File: src/design/bpgs_pkg.sv
// ----------------------------------------------------------------------------
// Burst prediction scheduler package
// Shared command codes, datapath operations and controller status types.
// ----------------------------------------------------------------------------
package bpgs_pkg;

   // Width of the goodness arithmetic (integer wrap of the products).
   localparam int GOOD_BITS = 64;
   localparam int HALF_BITS = 32;

   typedef enum logic [1:0] {
      CMD_ADD    = 2'd0,
      CMD_WAKE   = 2'd1,
      CMD_REMOVE = 2'd2,
      CMD_SCHED  = 2'd3
   } cmd_type;

   typedef enum logic [4:0] {
      OP_NONE,
      OP_CLEAR,
      OP_LATCH,
      OP_ADD,
      OP_RD_SLOT,
      OP_WAKE,
      OP_REMOVE,
      OP_SEED,
      OP_RD_CUR,
      OP_ACC,
      OP_PRED1,
      OP_PRED2,
      OP_WR_CUR,
      OP_WALK_INIT,
      OP_RD_IDX,
      OP_WAIT_UPD,
      OP_G_INIT,
      OP_DIV1,
      OP_DIV2,
      OP_Q2,
      OP_M0,
      OP_M1,
      OP_M2,
      OP_G_CMP,
      OP_IDX_INC,
      OP_F_RUN,
      OP_F_FIN
   } op_type;

   typedef struct packed {
      cmd_type cmd;
      logic    slot_ok;
      logic    slot_present;
      logic    count_le1;
      logic    cur_zero;
      logic    cur_valid;
      logic    idx_valid;
      logic    idx_last;
      logic    div_done;
   } status_type;

endpackage

File: src/design/bpgs_ctrl.sv
// ----------------------------------------------------------------------------
// Scheduler controller
// Sequences the clearing pass, table commands and the two schedule walks.
// ----------------------------------------------------------------------------
module bpgs_ctrl (
   input  logic                 clock,
   input  logic                 reset,
   input  logic                 start,
   input  bpgs_pkg::status_type status,
   output bpgs_pkg::op_type     op,
   output logic                 busy
);

   typedef enum logic [4:0] {
      ST_CLEAR,
      ST_IDLE,
      ST_DECODE,
      ST_WAKE,
      ST_UPD1,
      ST_UPD1_WAIT,
      ST_UPD2_WAIT,
      ST_WR_CUR,
      ST_W_RD,
      ST_W_UPD,
      ST_G_INIT,
      ST_G_RD,
      ST_G_DIV1,
      ST_G_DIV1_WAIT,
      ST_G_DIV2_WAIT,
      ST_G_M0,
      ST_G_M1,
      ST_G_M2,
      ST_G_CMP,
      ST_F_RUN,
      ST_F_FIN
   } state_type;

   state_type state_ff;
   state_type state_in;

   always_comb begin
      op       = bpgs_pkg::OP_NONE;
      state_in = state_ff;
      unique case (state_ff)
         ST_CLEAR: begin
            op = bpgs_pkg::OP_CLEAR;
            if (status.idx_last) state_in = ST_IDLE;
         end
         ST_IDLE: begin
            if (start) begin
               op       = bpgs_pkg::OP_LATCH;
               state_in = ST_DECODE;
            end
         end
         ST_DECODE: begin
            state_in = ST_IDLE;
            unique case (status.cmd)
               bpgs_pkg::CMD_ADD: begin
                  if (status.slot_ok && !status.slot_present) op = bpgs_pkg::OP_ADD;
               end
               bpgs_pkg::CMD_WAKE: begin
                  if (status.slot_ok && !status.slot_present) begin
                     op       = bpgs_pkg::OP_RD_SLOT;
                     state_in = ST_WAKE;
                  end
               end
               bpgs_pkg::CMD_REMOVE: begin
                  if (status.slot_ok && status.slot_present) op = bpgs_pkg::OP_REMOVE;
               end
               bpgs_pkg::CMD_SCHED: begin
                  if (status.count_le1) begin
                     op = bpgs_pkg::OP_SEED;
                  end else if (status.cur_zero) begin
                     op       = bpgs_pkg::OP_WALK_INIT;
                     state_in = ST_W_RD;
                  end else begin
                     op       = bpgs_pkg::OP_RD_CUR;
                     state_in = ST_UPD1;
                  end
               end
               default: ;
            endcase
         end
         ST_WAKE: begin
            op       = bpgs_pkg::OP_WAKE;
            state_in = ST_IDLE;
         end
         ST_UPD1: begin
            op       = bpgs_pkg::OP_ACC;
            state_in = ST_UPD1_WAIT;
         end
         ST_UPD1_WAIT: begin
            if (status.div_done) begin
               op       = bpgs_pkg::OP_PRED1;
               state_in = status.cur_valid ? ST_WR_CUR : ST_UPD2_WAIT;
            end
         end
         ST_UPD2_WAIT: begin
            if (status.div_done) begin
               op       = bpgs_pkg::OP_PRED2;
               state_in = ST_WR_CUR;
            end
         end
         ST_WR_CUR: begin
            op       = bpgs_pkg::OP_WR_CUR;
            state_in = ST_W_RD;
         end
         ST_W_RD: begin
            op       = bpgs_pkg::OP_RD_IDX;
            state_in = ST_W_UPD;
         end
         ST_W_UPD: begin
            op       = bpgs_pkg::OP_WAIT_UPD;
            state_in = status.idx_last ? ST_G_INIT : ST_W_RD;
         end
         ST_G_INIT: begin
            op       = bpgs_pkg::OP_G_INIT;
            state_in = ST_G_RD;
         end
         ST_G_RD: begin
            op       = bpgs_pkg::OP_RD_IDX;
            state_in = ST_G_DIV1;
         end
         ST_G_DIV1: begin
            if (status.idx_valid) begin
               op       = bpgs_pkg::OP_DIV1;
               state_in = ST_G_DIV1_WAIT;
            end else begin
               op       = bpgs_pkg::OP_IDX_INC;
               state_in = status.idx_last ? ST_F_RUN : ST_G_RD;
            end
         end
         ST_G_DIV1_WAIT: begin
            if (status.div_done) begin
               op       = bpgs_pkg::OP_DIV2;
               state_in = ST_G_DIV2_WAIT;
            end
         end
         ST_G_DIV2_WAIT: begin
            if (status.div_done) begin
               op       = bpgs_pkg::OP_Q2;
               state_in = ST_G_M0;
            end
         end
         ST_G_M0: begin
            op       = bpgs_pkg::OP_M0;
            state_in = ST_G_M1;
         end
         ST_G_M1: begin
            op       = bpgs_pkg::OP_M1;
            state_in = ST_G_M2;
         end
         ST_G_M2: begin
            op       = bpgs_pkg::OP_M2;
            state_in = ST_G_CMP;
         end
         ST_G_CMP: begin
            op       = bpgs_pkg::OP_G_CMP;
            state_in = status.idx_last ? ST_F_RUN : ST_G_RD;
         end
         ST_F_RUN: begin
            op       = bpgs_pkg::OP_F_RUN;
            state_in = ST_F_FIN;
         end
         ST_F_FIN: begin
            op       = bpgs_pkg::OP_F_FIN;
            state_in = ST_IDLE;
         end
         default: begin
            state_in = ST_IDLE;
         end
      endcase
   end

   always_ff @(posedge clock) begin
      if (reset) begin
         state_ff <= ST_CLEAR;
      end else begin
         state_ff <= state_in;
      end
   end

   assign busy = (state_ff != ST_IDLE);

endmodule

File: config.mk
export PLATFORM = sky130hd
export DESIGN_NAME = bpgs_ctrl
export DESIGN_NICKNAME = d
export VERILOG_FILES = /design/src/design/bpgs_pkg.sv /design/src/design/bpgs_ctrl.sv
export SDC_FILE = /design/constraint.sdc
export NUM_CORES = 1
export LEC_CHECK = 0
export BUFFER_PORTS_ARGS = -buffer_cell sky130_fd_sc_hd__buf_2
export CORE_ASPECT_RATIO = 1.25
export CORE_MARGIN = 3
export CORE_UTILIZATION = 30
export CTS_BUF_LIST = sky130_fd_sc_hd__clkbuf_16
export DETAILED_ROUTE_END_ITERATION = 8
export PLACE_DENSITY = 0.61
export SYNTH_ARGS = -nofsm -noshare
export SYNTH_HDL_FRONTEND = slang
export SYNTH_SLANG_ARGS = --single-unit
export TNS_END_PERCENT = 5
File: constraint.sdc
create_clock -name clock -period 2.05 [get_ports clock]
set_input_delay 0.1025 -clock clock [delete_from_list [all_inputs] [get_ports clock]]
set_output_delay 0.1025 -clock clock [all_outputs]
set_load 0.02 [all_outputs]
Yosys cells after proc, flatten, opt, wreduce, memory -nomap -nowiden
Cells that the tools add are included.
{ "totals": {"regBits": 5, "latchBits": 0, "ramBits": 0, "mem_bits_ro": 0, "out_inout_bits": 6, "word_cells": 66, "memories": 0} }
{ "op_classes": {"addsub": 0, "n_mul": 0, "n_div": 0, "order_cmp": 0, "eq_ne": 30, "n_shift": 0, "mux": 28, "bitwise_logic": 0, "reduce_logical": 7} }
{ "ops": {"columns": ["op", "count"], "rows": [
  ["$pmux W5 S20", 1],
  ["$pmux W5 S19", 1],
  ["$mux W5", 10],
  ["$eq A5 B4 Y1 const B", 8],
  ["$eq A5 B5 Y1 const B", 5],
  ["$mux W4", 6],
  ["$eq A5 B3 Y1 const B", 4],
  ["$pmux W5 S4", 1],
  ["$ne A2 B2 Y1 const B", 6],
  ["$eq A5 B2 Y1 const B", 2],
  ["$mux W3", 3],
  ["$mux W2", 4],
  ["$pmux W4 S2", 1],
  ["$reduce_and A6 Y1", 1],
  ["$eq A5 B1 Y1 const B", 1],
  ["$logic_not A5 Y1", 1],
  ["$ne A5 B1 Y1 const B", 1],
  ["$eq A2 B2 Y1 const B", 2],
  ["$eq A2 B1 Y1 const B", 1],
  ["$logic_and A1 B1 Y1", 2],
  ["$logic_not A2 Y1", 1],
  ["$reduce_or A2 Y1", 1],
  ["$logic_not A1 Y1", 1],
  ["$mux W1", 1]
]} }

Longest topological paths before layout
{ "depth": {"depth_word": 5, "mapped_depth": 7} }

Least setup slack after synthesis
Ideal clock, no wire load.
{ "synth_timing": {"path_kind": "register to output", "start": "register state_ff[1]", "end": "output op[2]", "t_arrival_ns": 1.655, "setup_slack_ns": 0.292, "stages_incl_launch_ff": 5, "path_buffers": 3, "path_cell_list": "dfxtp_1 -> buf_4 -> clkbuf_1 -> buf_2 -> o311ai_0"} }
{ "synth_between": {"elab_chain_cells": 3, "word_cells_on_any_way": 23} }
{ "synth_rtl": {"columns": ["item", "line_no", "text"], "rows": [
  ["start, declared", "bpgs_ctrl.sv:38", "state_type state_ff;"],
  ["start signal, assigned", "bpgs_ctrl.sv:179", "state_ff <= state_in;"],
  ["$eq A5 B4 Y1", "bpgs_ctrl.sv:44", "unique case (state_ff)"],
  ["$reduce_or A2 Y1 (no source line)", null, null],
  ["$pmux W5 S20 (*)", "bpgs_ctrl.sv:44", null],
  ["end, declared", "bpgs_ctrl.sv:10", "output bpgs_pkg::op_type op,"]
]} }
Mark *: on every way between the ends. The rest lies on a longest branch, timed or not.

Final worst setup path
{ "layout_timing": {"start": "register state_ff[0]", "end": "output op[1]"} }
Same word-level chain as after synthesis.

==> results.yml <==
cells_and_area:
  multi_input_area_sq_um: 757
  nFillCells: 333
  largest_reg_flops: 5
  antenna_cells: 0
  regArea_sq_um: 103
  largestRegisters: "state_ff (5)"
  area_growth_pct: 26.9
  regMostFlops: "state_ff"
  final_layout_size_suffix_gt1_frac: 0.269
  final_nets: 170
routing:
  drtAntennaViolNets: 0
  drt_wl_total_mm: 2.74
  routedWlPerCell_um: 14.3
  drc: 0
  drt-vias-per-instance: 5.71
  vias: 1097
  drt_iter0_drc: 37
  first_pass_iters: 5
logic_synthesis:
  synth_edf_count: 0
  synth_flop_cell: "dfxtp_1"
  netlist_area_sq_um: 935
  syn_nets: 148
  yosys_register_bits: 5
  yosys.area.top_type_share: 0.107
  syn_avg_cell_area_sq_um: 6.92
  syn_inst: 135
  synth_cell_types: 50
  yosysWarnings: 0
  synthTopCellsByArea: "dfxtp_1 11%, o21ai_0 6.4%, nor2b_1 5.4%, a21oi_1 4.3%, nand2b_1 4.0%"
  yosys.area.top_type: "dfxtp_1"
  post-synth-top-count-cell: "o21ai_0"
  async_flop_share: 0
  synth_common_cells: "12 x o21ai_0, 10 x nor2_1, 8 x a21oi_1, 8 x nor2b_1"
  seq_area_frac_synth: 0.107
floorplanning:
  fp.dieH_um: 68.4
  start_util: 0.314
  num_rows: 22
  io_pins: 19
  die_area_sq_mm: 0.00383
  core-area_sq_mm: 0.00297
  die_w_um: 55.9
place:
  port_buffers: 18
  dpl.hpwl_mm: 2.17
  post-place-ws_ns: 0.277
  globalplace.congestion: 0.867
clocking:
  cts_resized: 0
  cts_tree: "done"
  cts_setup_buffers: 0
  clk_pin_slew_worst_paths_ns: 0.03
  tritoncts.num_buffers: 3
  clock_latency_ns: 0.22
  ctsHoldBuffers: 0
  max-clock-path-buffers: 2
  cts.htree.levels: 1
  clock_sinks: 5
  root_buffer: "clkbuf_16"
global_routing:
  grt_max_degree: 19
  overflow: 0
  grt_pass1_vias: 981
  grt_use_total: 0.147
  antenna_found_initial: 0
  grt_pass1_wl_mm: 4.48
timing:
  setup-tns-final_ns: 0
  post-route-period-util: 0.948
  finalWorstSetupSlack_ns: 0.107
  rsz0062_at_grt: "no"
  drv_slew: 0
  worst_pin_slew_ns: 0.478
  fin_crit_ns: 1.94
  slew_headroom: 0.673
  fin_skew_ns: 0.00205
  clock.fmax_mhz: 515
  hold_viol_final: 0
  setup_viol: 0
power_and_ir_drop:
  p_comb_frac: 0.396
  p_sw_frac: 0.322
  switching_power_w: 0.000229
  powerDensity_mw_per_mm2: 598
  p_int_w: 0.000481
  p_leak_nw: 0.475
  ir_drop_mv: 0.662
  clock_power_share: 0.437
  power_frac_seq: 0.167
critical_path:
  endpoint: "op[1]"
  path_buf_inv: 1
  required_ns: 1.95
  r2r_end: "state_ff[1]"
  path_depth: 5
  end_kind: "output port"
  crit_slowest_cell: "or4b_4"
  cp_max_fo: 5
  critPathLaunch: "state_ff[0]"
  path_delay_family: "simple AND/OR/NAND/NOR gates"
  rr_startpoint: "state_ff[0]"
  r2r_slack_ns: 0.30
  critPathKind: "register to output port"
  critPathArrivalTime_ns: 1.84
  ff2ff_path_depth: 5
  path_cells: "or4b_4, nor2_1, o21ai_0, nand4b_1, buf_2"
  slowest_delay_ns: 0.59
  cp-start-kind: "register"
job:
  max-cap-violations: 0
status:
  status: "finished, final reports clean"
worst_hold_path:
  min_path_cells: 2
  hp-class: "primary input to register"
## per-stage QoR
stage,area (sq um),std cells,hold WS [ns],total power [W],utilization
detailed placement,1100,188,0.369,0.000396,0.369
global route,1190,192,0.138,0.000759,0.399
floorplan,935,135,0.172,0.000304,-
finish,1190,192,0.142,0.000710,0.399
global placement,1100,188,0.360,0.000395,0.369
CTS,1170,192,0.136,0.000711,0.395
## how the worst min path moves through the flow
stage               start     endpoint
floorplan           reset  state_ff[2]
global placement    reset  state_ff[0]
detailed placement  reset  state_ff[0]
CTS                 reset  state_ff[0]
global route        reset  state_ff[0]
finish              reset  state_ff[0]
## kinds of logic after synthesis
logic type / share of synthesized area
DFF: 0.107
xor gates and xnor gates: 0.0281
buffers and inverters: 0.0924
AOI/OAI and AO/OA: 0.307
and+or+nand+nor: 0.432
muxes: 0.0335
## layout by cell type (no fill, tap or decap), drive strengths merged, types with 4 or more instances in the layout
| cell type | instances |
|---|---|
| buf | 31 |
| o21ai | 12 |
| nor2 | 10 |
| a21oi | 8 |
| nor2b | 8 |
| nand2b | 6 |
| nor3 | 6 |
| inv | 5 |
| nand2 | 5 |
| dfxtp | 5 |
| nand4b | 4 |
| nand3b | 4 |
## area by class of cell
class,instances,area share
clock inverters,1,0.00316
inverters,4,0.0127
repair buffers,31,0.158
clock buffers,3,0.0633
multi-input cells,112,0.638
flip-flops and latches,5,0.0865
well taps,36,0.0380
## layer usage
metal  vias up  track usage  part of all wire  routed length (um)
li1        550            -                 -                   -
met1       516        0.175              0.43                1190
met2        27        0.256              0.51                1400
met3         4       0.0396             0.038                 105
met4         0       0.0564             0.016                  44
met5         -            0                 0                   0
## power groups by stage
stage / Clock (W) / Sequential [W] / Combinational, W
6_report: 0.000310 / 0.000119 / 0.000281
4_1_cts: 0.000314 / 0.000118 / 0.000278
3_5_place_dp: 0 / 0.000119 / 0.000277
5_1_grt: 0.000331 / 0.000121 / 0.000307
3_3_place_gp: 0 / 0.000118 / 0.000277
2_1_floorplan: 0 / 0.000111 / 0.000192
(Power assumes the default switching activity.)
